$ cat src/hw/rtl/nsr_pkg.sv
// ----------------------------------------------------------------------------
// nsr_pkg
// Shared types and constants for the Newton square root block.
// ----------------------------------------------------------------------------
package nsr_pkg;

    localparam int FRAC_BITS_DEF = 16;
    localparam int RAD_W         = 32;
    localparam int ROOT_W        = 24;
    localparam int ITER_W        = 10;
    localparam int EST_W         = 31;
    localparam int DIV_STEPS     = 64;
    localparam int DCNT_W        = 6;

    localparam logic [ITER_W-1:0] ITER_RESET = 10'd1000;

    localparam logic [2:0] ST_IDLE = 3'd0;
    localparam logic [2:0] ST_MUL  = 3'd1;
    localparam logic [2:0] ST_NUM  = 3'd2;
    localparam logic [2:0] ST_DIV  = 3'd3;
    localparam logic [2:0] ST_UPD  = 3'd4;
    localparam logic [2:0] ST_FIN  = 3'd5;

    typedef struct packed {
        logic load;
        logic mul;
        logic num;
        logic div_step;
        logic upd;
        logic out_load;
    } nsr_cmd_t;

    typedef struct packed {
        logic rad_zero;
    } nsr_stat_t;

endpackage

$ cat src/hw/rtl/nsr_ctrl.sv
// ----------------------------------------------------------------------------
// nsr_ctrl
// Sequencer: loads a request, runs the Newton steps, hands off the result.
// ----------------------------------------------------------------------------
module nsr_ctrl
(
    input  logic                         clk,
    input  logic                         rst_n,
    input  logic                         in_valid,
    output logic                         in_stall,
    output logic                         out_valid,
    input  logic                         out_stall,
    input  logic [nsr_pkg::ITER_W-1:0]   iter_cfg,
    input  nsr_pkg::nsr_stat_t           stat,
    output nsr_pkg::nsr_cmd_t            cmd
);
    import nsr_pkg::*;

    logic [2:0]        state_reg, state_next;
    logic [ITER_W-1:0] iter_reg, iter_next;
    logic [DCNT_W-1:0] dcnt_reg, dcnt_next;
    logic              ovld_reg, ovld_next;
    logic              out_free;

    assign in_stall  = (state_reg != ST_IDLE);
    assign out_valid = ovld_reg;
    assign out_free  = !ovld_reg || !out_stall;

    always_comb
    begin
        state_next = state_reg;
        iter_next  = iter_reg;
        dcnt_next  = dcnt_reg;
        ovld_next  = ovld_reg && out_stall;
        cmd        = '0;
        case (state_reg)
            ST_IDLE:
            begin
                if (in_valid)
                begin
                    cmd.load  = 1'b1;
                    iter_next = iter_cfg;
                    if (stat.rad_zero || iter_cfg == '0)
                        state_next = ST_FIN;
                    else
                        state_next = ST_MUL;
                end
            end
            ST_MUL:
            begin
                cmd.mul    = 1'b1;
                state_next = ST_NUM;
            end
            ST_NUM:
            begin
                cmd.num    = 1'b1;
                dcnt_next  = '0;
                state_next = ST_DIV;
            end
            ST_DIV:
            begin
                cmd.div_step = 1'b1;
                dcnt_next    = dcnt_reg + 1'b1;
                if (dcnt_reg == DCNT_W'(DIV_STEPS - 1))
                    state_next = ST_UPD;
            end
            ST_UPD:
            begin
                cmd.upd   = 1'b1;
                iter_next = iter_reg - 1'b1;
                if (iter_reg == ITER_W'(1))
                    state_next = ST_FIN;
                else
                    state_next = ST_MUL;
            end
            ST_FIN:
            begin
                if (out_free)
                begin
                    cmd.out_load = 1'b1;
                    ovld_next    = 1'b1;
                    state_next   = ST_IDLE;
                end
            end
            default:
            begin
                state_next = ST_IDLE;
            end
        endcase
    end

    always_ff @(posedge clk or negedge rst_n)
    begin
        if (!rst_n)
        begin
            state_reg <= ST_IDLE;
            iter_reg  <= '0;
            dcnt_reg  <= '0;
            ovld_reg  <= 1'b0;
        end
        else
        begin
            state_reg <= state_next;
            iter_reg  <= iter_next;
            dcnt_reg  <= dcnt_next;
            ovld_reg  <= ovld_next;
        end
    end

endmodule

$ cat src/hw/rtl/nsr_datapath.sv
// ----------------------------------------------------------------------------
// nsr_datapath
// Estimate, square, signed numerator and bit-serial restoring divider.
// ----------------------------------------------------------------------------
module nsr_datapath
#(
    parameter int FRAC_BITS = nsr_pkg::FRAC_BITS_DEF
)
(
    input  logic                         clk,
    input  logic [nsr_pkg::RAD_W-1:0]    radicand,
    input  nsr_pkg::nsr_cmd_t            cmd,
    output nsr_pkg::nsr_stat_t           stat,
    output logic [nsr_pkg::ROOT_W-1:0]   root
);
    import nsr_pkg::*;

    localparam logic [EST_W-1:0] EST_MAX = {EST_W{1'b1}};

    logic [EST_W-1:0]  x_reg, x_next;
    logic [63:0]       sv_reg;
    logic [63:0]       sq_reg;
    logic [63:0]       mag_reg, mag_next;
    logic              neg_reg;
    logic [31:0]       rem_reg, rem_next;
    logic [ROOT_W-1:0] root_reg;
    logic signed [64:0] num;
    logic [32:0]       rem_sh;
    logic [32:0]       dvs;
    logic signed [66:0] q_s;
    logic signed [66:0] nx;
    logic [EST_W-1:0]  x0;
    logic [EST_W-1:0]  x_clamp;

    assign stat.rad_zero = (radicand == '0);
    assign root          = root_reg;

    assign x0  = (radicand[RAD_W-1:1] == '0) ? EST_W'(1) : radicand[RAD_W-1:1];
    assign num = $signed({1'b0, sq_reg}) - $signed({1'b0, sv_reg});
    assign dvs = {1'b0, x_reg, 1'b0};
    assign rem_sh = {rem_reg, mag_reg[63]};
    assign q_s = neg_reg ? -$signed({3'b000, mag_reg}) : $signed({3'b000, mag_reg});
    assign nx  = $signed({36'd0, x_reg}) - q_s;

    always_comb
    begin
        if (nx < 67'sd1)
            x_clamp = EST_W'(1);
        else if (nx > $signed({36'd0, EST_MAX}))
            x_clamp = EST_MAX;
        else
            x_clamp = nx[EST_W-1:0];
    end

    // the remainder stays below the divisor, so it fits in 32 bits
    always_comb
    begin
        x_next   = x_reg;
        mag_next = mag_reg;
        rem_next = rem_reg;
        if (cmd.load)
            x_next = stat.rad_zero ? '0 : x0;
        else if (cmd.upd)
            x_next = x_clamp;
        if (cmd.num)
        begin
            mag_next = num[64] ? 64'(-num) : num[63:0];
            rem_next = '0;
        end
        else if (cmd.div_step)
        begin
            if (rem_sh >= dvs)
            begin
                rem_next = 32'(rem_sh - dvs);
                mag_next = {mag_reg[62:0], 1'b1};
            end
            else
            begin
                rem_next = rem_sh[31:0];
                mag_next = {mag_reg[62:0], 1'b0};
            end
        end
    end

    always_ff @(posedge clk)
    begin
        x_reg   <= x_next;
        mag_reg <= mag_next;
        rem_reg <= rem_next;
        if (cmd.load)
            sv_reg <= 64'(radicand) << FRAC_BITS;
        if (cmd.mul)
            sq_reg <= 64'(x_reg) * 64'(x_reg);
        if (cmd.num)
            neg_reg <= num[64];
        if (cmd.out_load)
            root_reg <= (x_reg > EST_W'({ROOT_W{1'b1}})) ? {ROOT_W{1'b1}}
                                                         : x_reg[ROOT_W-1:0];
    end

endmodule

$ cat src/hw/rtl/newton_square_root.sv
// ----------------------------------------------------------------------------
// newton_square_root
// Newton-Raphson square root of an unsigned fixed-point radicand.
// ----------------------------------------------------------------------------
// Usage:
//   Input channel: radicand with in_valid / in_stall. One request at a time;
//   in_stall is high while a request is in work.
//   Output channel: root with out_valid / out_stall, held in an output
//   register, so a new request is taken while a result waits.
//   iteration_count_we writes iteration_count (reset 1000); write it idle.
// Sequence:
//   Zero radicand or zero count: straight to the output hand-off.
//   Otherwise N Newton steps for an iteration count N: each step is one
//   multiply, one numerator, a pass of the bit-serial divider over the
//   64-bit numerator magnitude, one update.
// Reset clears the sequencer and the output valid; the count returns to 1000.
// A stalled output holds root; the result of the next request waits in the
// sequencer until the output register is free.
// ----------------------------------------------------------------------------
module newton_square_root
#(
    parameter int FRAC_BITS = nsr_pkg::FRAC_BITS_DEF
)
(
    input  logic                         clk,
    input  logic                         rst_n,
    input  logic                         iteration_count_we,
    input  logic [nsr_pkg::ITER_W-1:0]   iteration_count,
    input  logic                         in_valid,
    output logic                         in_stall,
    input  logic [nsr_pkg::RAD_W-1:0]    radicand,
    output logic                         out_valid,
    input  logic                         out_stall,
    output logic [nsr_pkg::ROOT_W-1:0]   root
);
    import nsr_pkg::*;

    logic [ITER_W-1:0] iter_reg;
    nsr_cmd_t          cmd;
    nsr_stat_t         stat;

    always_ff @(posedge clk or negedge rst_n)
    begin
        if (!rst_n)
            iter_reg <= ITER_RESET;
        else if (iteration_count_we)
            iter_reg <= iteration_count;
    end

    nsr_ctrl u_ctrl
    (
        .clk       (clk),
        .rst_n     (rst_n),
        .in_valid  (in_valid),
        .in_stall  (in_stall),
        .out_valid (out_valid),
        .out_stall (out_stall),
        .iter_cfg  (iter_reg),
        .stat      (stat),
        .cmd       (cmd)
    );

    nsr_datapath #(.FRAC_BITS(FRAC_BITS)) u_dp
    (
        .clk      (clk),
        .radicand (radicand),
        .cmd      (cmd),
        .stat     (stat),
        .root     (root)
    );

endmodule

$ cat config.mk
export PLATFORM = sky130hd
export DESIGN_NAME = newton_square_root
export DESIGN_NICKNAME = d
export VERILOG_FILES = /design/src/hw/rtl/nsr_pkg.sv /design/src/hw/rtl/nsr_ctrl.sv /design/src/hw/rtl/nsr_datapath.sv /design/src/hw/rtl/newton_square_root.sv
export SDC_FILE = /design/constraint.sdc
export NUM_CORES = 2
export LEC_CHECK = 0
export BUFFER_PORTS_ARGS = -buffer_cell sky130_fd_sc_hd__buf_2
export CORE_ASPECT_RATIO = 1.4
export CORE_UTILIZATION = 40
export DETAILED_ROUTE_END_ITERATION = 8
export PLACE_DENSITY = 0.64
export SKIP_CTS_REPAIR_TIMING = 1
export SLEW_MARGIN = 0
export SYNTH_ARGS = -nofsm -noshare
export SYNTH_HDL_FRONTEND = slang
export SYNTH_SLANG_ARGS = --single-unit
$ cat constraint.sdc
create_clock -name clk -period 18.7 [get_ports clk]
set_input_delay 1.87 -clock clk [delete_from_list [all_inputs] [get_ports clk]]
set_output_delay 1.87 -clock clk [all_outputs]
set_load 0.01 [all_outputs]
# Word-level counts from Yosys, hierarchy flattened
# Index checks and enable logic that the tools add are counted.
[op_classes]
addsub = 7
multipliers = 1
div = 0
magnitude_cmp = 4
eq_ne = 10
n_shift = 0
muxes = 31
bitwise = 0
reduce_logical = 16
[op_table]
columns = ["operator", "n"]
rows = [
  ["64-bit two-way mux", 3],
  ["31-bit two-way mux", 6],
  ["67-bit by 32-bit greater-than comparator with 1-bit output, second input constant", 1],
  ["67-bit by 2-bit < comparator with 1-bit output, second input constant", 1],
  ["67-bit two-way mux", 1],
  ["64-bit negator with 67-bit output", 1],
  ["32-bit by 67-bit subtractor with 67-bit output", 1],
  ["63-bit negator with 64-bit output", 1],
  ["62-bit by 48-bit subtractor with 63-bit output", 1],
  ["31-bit by 31-bit multiplier with 62-bit output", 1],
  ["33-bit by 32-bit greater-or-equal comparator with 1-bit output", 1],
  ["32-bit zero test", 1],
  ["32-bit two-way mux", 1],
  ["32-bit subtractor", 1],
  ["31-bit by 24-bit greater-than comparator with 1-bit output, second input constant", 1],
  ["31-bit zero test", 1],
  ["10-bit case mux with 2 select lines", 1],
  ["3-bit case mux with 6 select lines", 1],
  ["3-bit two-way mux", 5],
  ["6-bit case mux with 2 select lines", 1],
  ["1-bit two-way mux", 11],
  ["10-bit by 1-bit equality test with 1-bit output, second input constant", 1],
  ["10-bit zero test", 1],
  ["10-bit two-way mux", 1],
  ["other kinds (16)", 24],
]
[word_totals]
register_bits = 276
latch_bits = 0
ramBits = 0
romBits = 0
input_bits = 47
memories = 0

# Logic depth before layout (Yosys ltp)
[depth]
ltp_word = 8
depth_mapped = 35
depth_no_buf = 33

# Modules after synthesis
# From an unflattened synthesis, not the netlist that was laid out.
[hier_totals]
cells_unflattened = 5215
hier_area_um2 = 47038.9
[modules_own_cells]
columns = ["mod", "n_inst", "cells_per_inst", "area_each_um2"]
rows = [
  ["nsr_datapath", 1, 5053, 45426.1],
  ["nsr_ctrl", 1, 141, 1193.6],
  ["newton_square_root", 1, 21, 419.2],
]

# Worst setup path before layout
# No wires, ideal clock.
[synth_timing]
path_kind = "register to register"
from = "register u_dp.x_reg[14]"
to = "register u_dp.sq_reg[61], data pin"
setup_ns = 0.260
arrival_time_ns = 8.381
setup_slack_ns = 10.059
path_stages_with_launch = 32
period_less_slack_ns = 8.641
cell_sequence = "edfxtp_1 > clkbuf_1 > clkinv_1 > buf_1 > nor2_1 > fa_1 > fa_1 > fa_1 > inv_1 > fa_1 > inv_1 > fa_1 > fa_1 > fa_1 > inv_1 > fa_1 > inv_1 > ha_1 > a21o_1 > a21oi_1 > nor2_1 > o41ai_1 > o211ai_1 > a21boi_0 > o21a_1 > o21ai_0 > a31oi_1 > o21ai_0 > a221oi_1 > o21ai_0 > a21oi_1 > xnor2_1"
[synth_via]
elab_chain_len = 1
[synth_rtl]
columns = ["item", "line_no", "source"]
rows = [
  ["from (decl)", "nsr_datapath.sv:20", "logic [EST_W-1:0] x_reg, x_next;"],
  ["from (signal assigned)", "nsr_datapath.sv:87", "x_reg <= x_next;"],
  ["31-bit by 31-bit multiplier with 62-bit output", "nsr_datapath.sv:93", "sq_reg <= 64'(x_reg) * 64'(x_reg);"],
  ["to (signal assigned)", "nsr_datapath.sv:93", ""],
  ["to (decl)", "nsr_datapath.sv:22", "logic [63:0] sq_reg;"],
]
# Every way passes these cells.
# A chain may end at the register's enable or synchronous reset.

# Worst setup path after layout
[layout_timing]
from = "register u_dp.x_reg[30]"
to = "register u_dp.sq_reg[61], data pin"
# Same word-level chain as after synthesis.

==> reports/qor.tcl <==
set qor(run_status) {complete, no violations}
set qor(via_count) 35596
set qor(synth.avg_cell_area_um2) 9.09
set qor(min_period_ps) 10010
set qor(num-nets-final) 6275
set qor(clock-sinks) 275
set qor(holdCritPathClass) {reg2reg}
set qor(clock_tree_from_tritoncts) {built}
set qor(r2r_start) {u_dp.x_reg[30]}
set qor(cp.required_ps) 19070
set qor(synth_enable_flop_cells) 213
set qor(synth.top_cells.by_area) {sky130_fd_sc_hd__fa_1 33%, sky130_fd_sc_hd__edfxtp_1 14%, sky130_fd_sc_hd__ha_1 10%, sky130_fd_sc_hd__inv_1 9.0%, sky130_fd_sc_hd__nand2_1 3.9%}
set qor(remaining_drc_errors) 0
set qor(avgRoutedWirePerCell_um) 21.7
set qor(postSynthNetCount) 6264
set qor(final.period_utilization) 0.535
set qor(area_growth_pct) 7.00
set qor(async_reset_ff_frac) 0.109
set qor(critical_path.top_delay_family) {adder cells}
set qor(cts.htree.levels) 1
set qor(grt_overflow) 0
set qor(synth_warnings) 0
set qor(timing_worst_setup_path_type) {reg2reg}
set qor(synth_area_leader_cell) {sky130_fd_sc_hd__fa_1}
set qor(initial_core_util) 0.404
set qor(achievable-frequency_ghz) 0.0999
set qor(seq_area_frac_synth) 0.169
set qor(timing.critical_path.from_type) {flop}
set qor(floorplan.die_area_mm2) 0.117
set qor(whs_path_depth) 2
set qor(regToRegSetupSlack_ps) 8690
set qor(routabilityCongestion) 0.951
set qor(antenna_found_initial) 0
set qor(chipHeight_um) 404
set qor(register_to_register_path_depth) 30
set qor(crit_slowest_cell) {sky130_fd_sc_hd__edfxtp_1}
set qor(final_util) 0.432
set qor(viasPerCell) 5.39
set qor(setup_total_negative_slack_ps) 0
set qor(std_cell_rows) 147
set qor(grt_pass1_wl_um) 222000
set qor(num_antenna_cells) 0
set qor(clkLatencyLatePin_ps) 640
set qor(layout.cells.non_filler) 6609
set qor(i_o_buffers) 72
set qor(post-place-cells) 6555
set qor(timing.critical_path.buf_inv) 6
set qor(clock_skew_ps) 24.7
set qor(timing.rr.end) {u_dp.sq_reg[61]}
set qor(core_region_area_mm2) 0.115
set qor(worstPathMaxFanout) 25
set qor(clock_path_buffers) 3
set qor(hold_path_startpoint) {u_dp.rem_reg[30]}
set qor(hpwlAfterDp_um) 113000
set qor(syn_area_mm2) 0.0462
set qor(timing.max_cap.violations) 0
set qor(worstMarginPinSlew_ps) 1310
set qor(synth_flop_cell) {sky130_fd_sc_hd__edfxtp_1}
set qor(critPathArrivalTime_ps) 10380
set qor(drt-initial-drc-count) 2456
set qor(io-pin-count) 73
set qor(wirelength_um) 143000
set qor(finalSetupViolCount) 0
set qor(final_layout_size_suffix_gt1_frac) 0.0541
set qor(detailedRoute.firstPassIterationCount) 6
set qor(final-hold-violation-count) 0
set qor(synth.lib_cells_used.distinct) 88
set qor(finalMaxSlewViolations) 0
set qor(synthTopCellsByCount) {1111 x sky130_fd_sc_hd__inv_1, 764 x sky130_fd_sc_hd__fa_1, 486 x sky130_fd_sc_hd__nand2_1}
set qor(synth_top_area_share) 0.331
set qor(cts_root_buffer) {sky130_fd_sc_hd__clkbuf_16}
set qor(timing.critical_path.slowest_cell_delay_ps) 850
set qor(syn_inst_count) 5085
set qor(critical_path_sink_type) {flop}
set qor(crit_path_frequent_cell) {sky130_fd_sc_hd__fa_1}
set qor(worst_case_hold_slack_ps) 468
set qor(timing.max_slew.rel_slack) 0.121
set qor(track_usage) 0.251
set qor(rsz_0062_raised_after_global_routing) {no}
set qor(synthMostInstantiatedCell) {sky130_fd_sc_hd__inv_1}
set qor(worst_hold_path.endpoint) {u_dp.rem_reg[30]}
set qor(die_x_um) 289
set qor(ys_ff_latch) 275
set qor(largest_register_ffs) 64
set qor(number_of_global_route_vias_before_repair) 38072
set qor(cts-buffers-inserted) 29
set qor(path_clk_slew_ps) 70
set qor(final_antenna_net_count) 0
set qor(grt_max_degree) 110
cell usage in the layout, fill, tap and decap left out, drive strengths merged, types with 8 or more instances in the layout:
master / netlist / layout
edfxtp: 213 / 213
ha: 368 / 368
buf: 31 / 149
o21a: 22 / 22
nand2: 486 / 486
nor4: 41 / 41
dfrtp: 24 / 24
nand4: 39 / 39
or4: 18 / 18
a21o: 90 / 90
o41ai: 19 / 19
nor2: 429 / 429
inv: 1112 / 1115
xor2: 138 / 138
nand3: 79 / 79
nand3b: 8 / 8
clkinv: 13 / 22
mux2: 14 / 14
and3: 22 / 22
mux2i: 35 / 35
o31ai: 35 / 35
a21oi: 144 / 144
a211oi: 19 / 19
nor2b: 15 / 15
a21boi: 8 / 8
and2: 21 / 21
xnor2: 155 / 155
nand2b: 33 / 33
fa: 764 / 764
or2: 19 / 19
or3: 34 / 34
clkbuf: 138 / 35
o211ai: 16 / 16
o21ai: 215 / 215
a31o: 8 / 8
a31oi: 23 / 23
o21bai: 25 / 25
nor3: 73 / 73
dfxtp: 32 / 32
worst max-delay path by stage:
stage	to	cells after the start	slack (ps)	from
5_1_grt	u_dp.sq_reg[61]	30	8090	u_dp.x_reg[30]
6_report	u_dp.sq_reg[61]	30	8690	u_dp.x_reg[30]
2_1_floorplan	u_dp.sq_reg[61]	31	10060	u_dp.x_reg[14]
3_5_place_dp	u_dp.sq_reg[61]	30	8790	u_dp.x_reg[30]
4_1_cts	u_dp.sq_reg[61]	30	8750	u_dp.x_reg[30]
3_3_place_gp	u_dp.sq_reg[61]	30	8860	u_dp.x_reg[30]
worst reg2reg max path, delay by kind of cell, from the launching register on:
kind                     cells  cell delay [ps]
adder cells (fa/ha/maj)      9             4620
AO/OA/AOI/OAI               10             2840
buffers and inverters        6              720
AND/OR/NAND/NOR              4              640
flip-flops                   1              850
XOR/XNOR                     1               70
metrics by stage:
step	setup WS [ps]	cell area, um2
finish	8690	49500
global route	8090	49500
CTS	8750	49500
detailed placement	8790	48500
global placement	8860	48500
floorplan	10060	46200
layout make-up:
type / count / area [um2]
clock buffers: 35 / 773
flip-flops and latches: 275 / 7790
multi-input cells: 3516 / 33600
clock inverters: 19 / 249
fillers: 11089 / 65100
well taps: 1490 / 1860
repair buffers: 149 / 938
inverters: 1125 / 4220
per-layer routing:
layer  routed length [um]  vias to the layer above  track usage
met3                 9190                      409       0.0350
li1                     -                    16172            -
met2                71500                     1244        0.444
met5                    0                        -            0
met4                 9900                        0        0.144
met1                52800                    17771        0.287
cells by family (layout without fill, tap and decap cells):
group | Yosys count | in the layout | synth area share
AND/OR/NAND/NOR | 1343 | 1343 | 0.132
XOR/XNOR | 293 | 293 | 0.0555
AO/OA/AOI/OAI | 699 | 699 | 0.0972
flip-flops | 275 | 275 | 0.169
adder cells (fa/ha/maj) | 1132 | 1132 | 0.430
buffers and inverters | 1294 | 1328 | 0.105
multiplexers | 49 | 49 | 0.0110
Power is not shown: default switching activity piles up to over one toggle a cycle in this logic, so the estimate is an artifact.
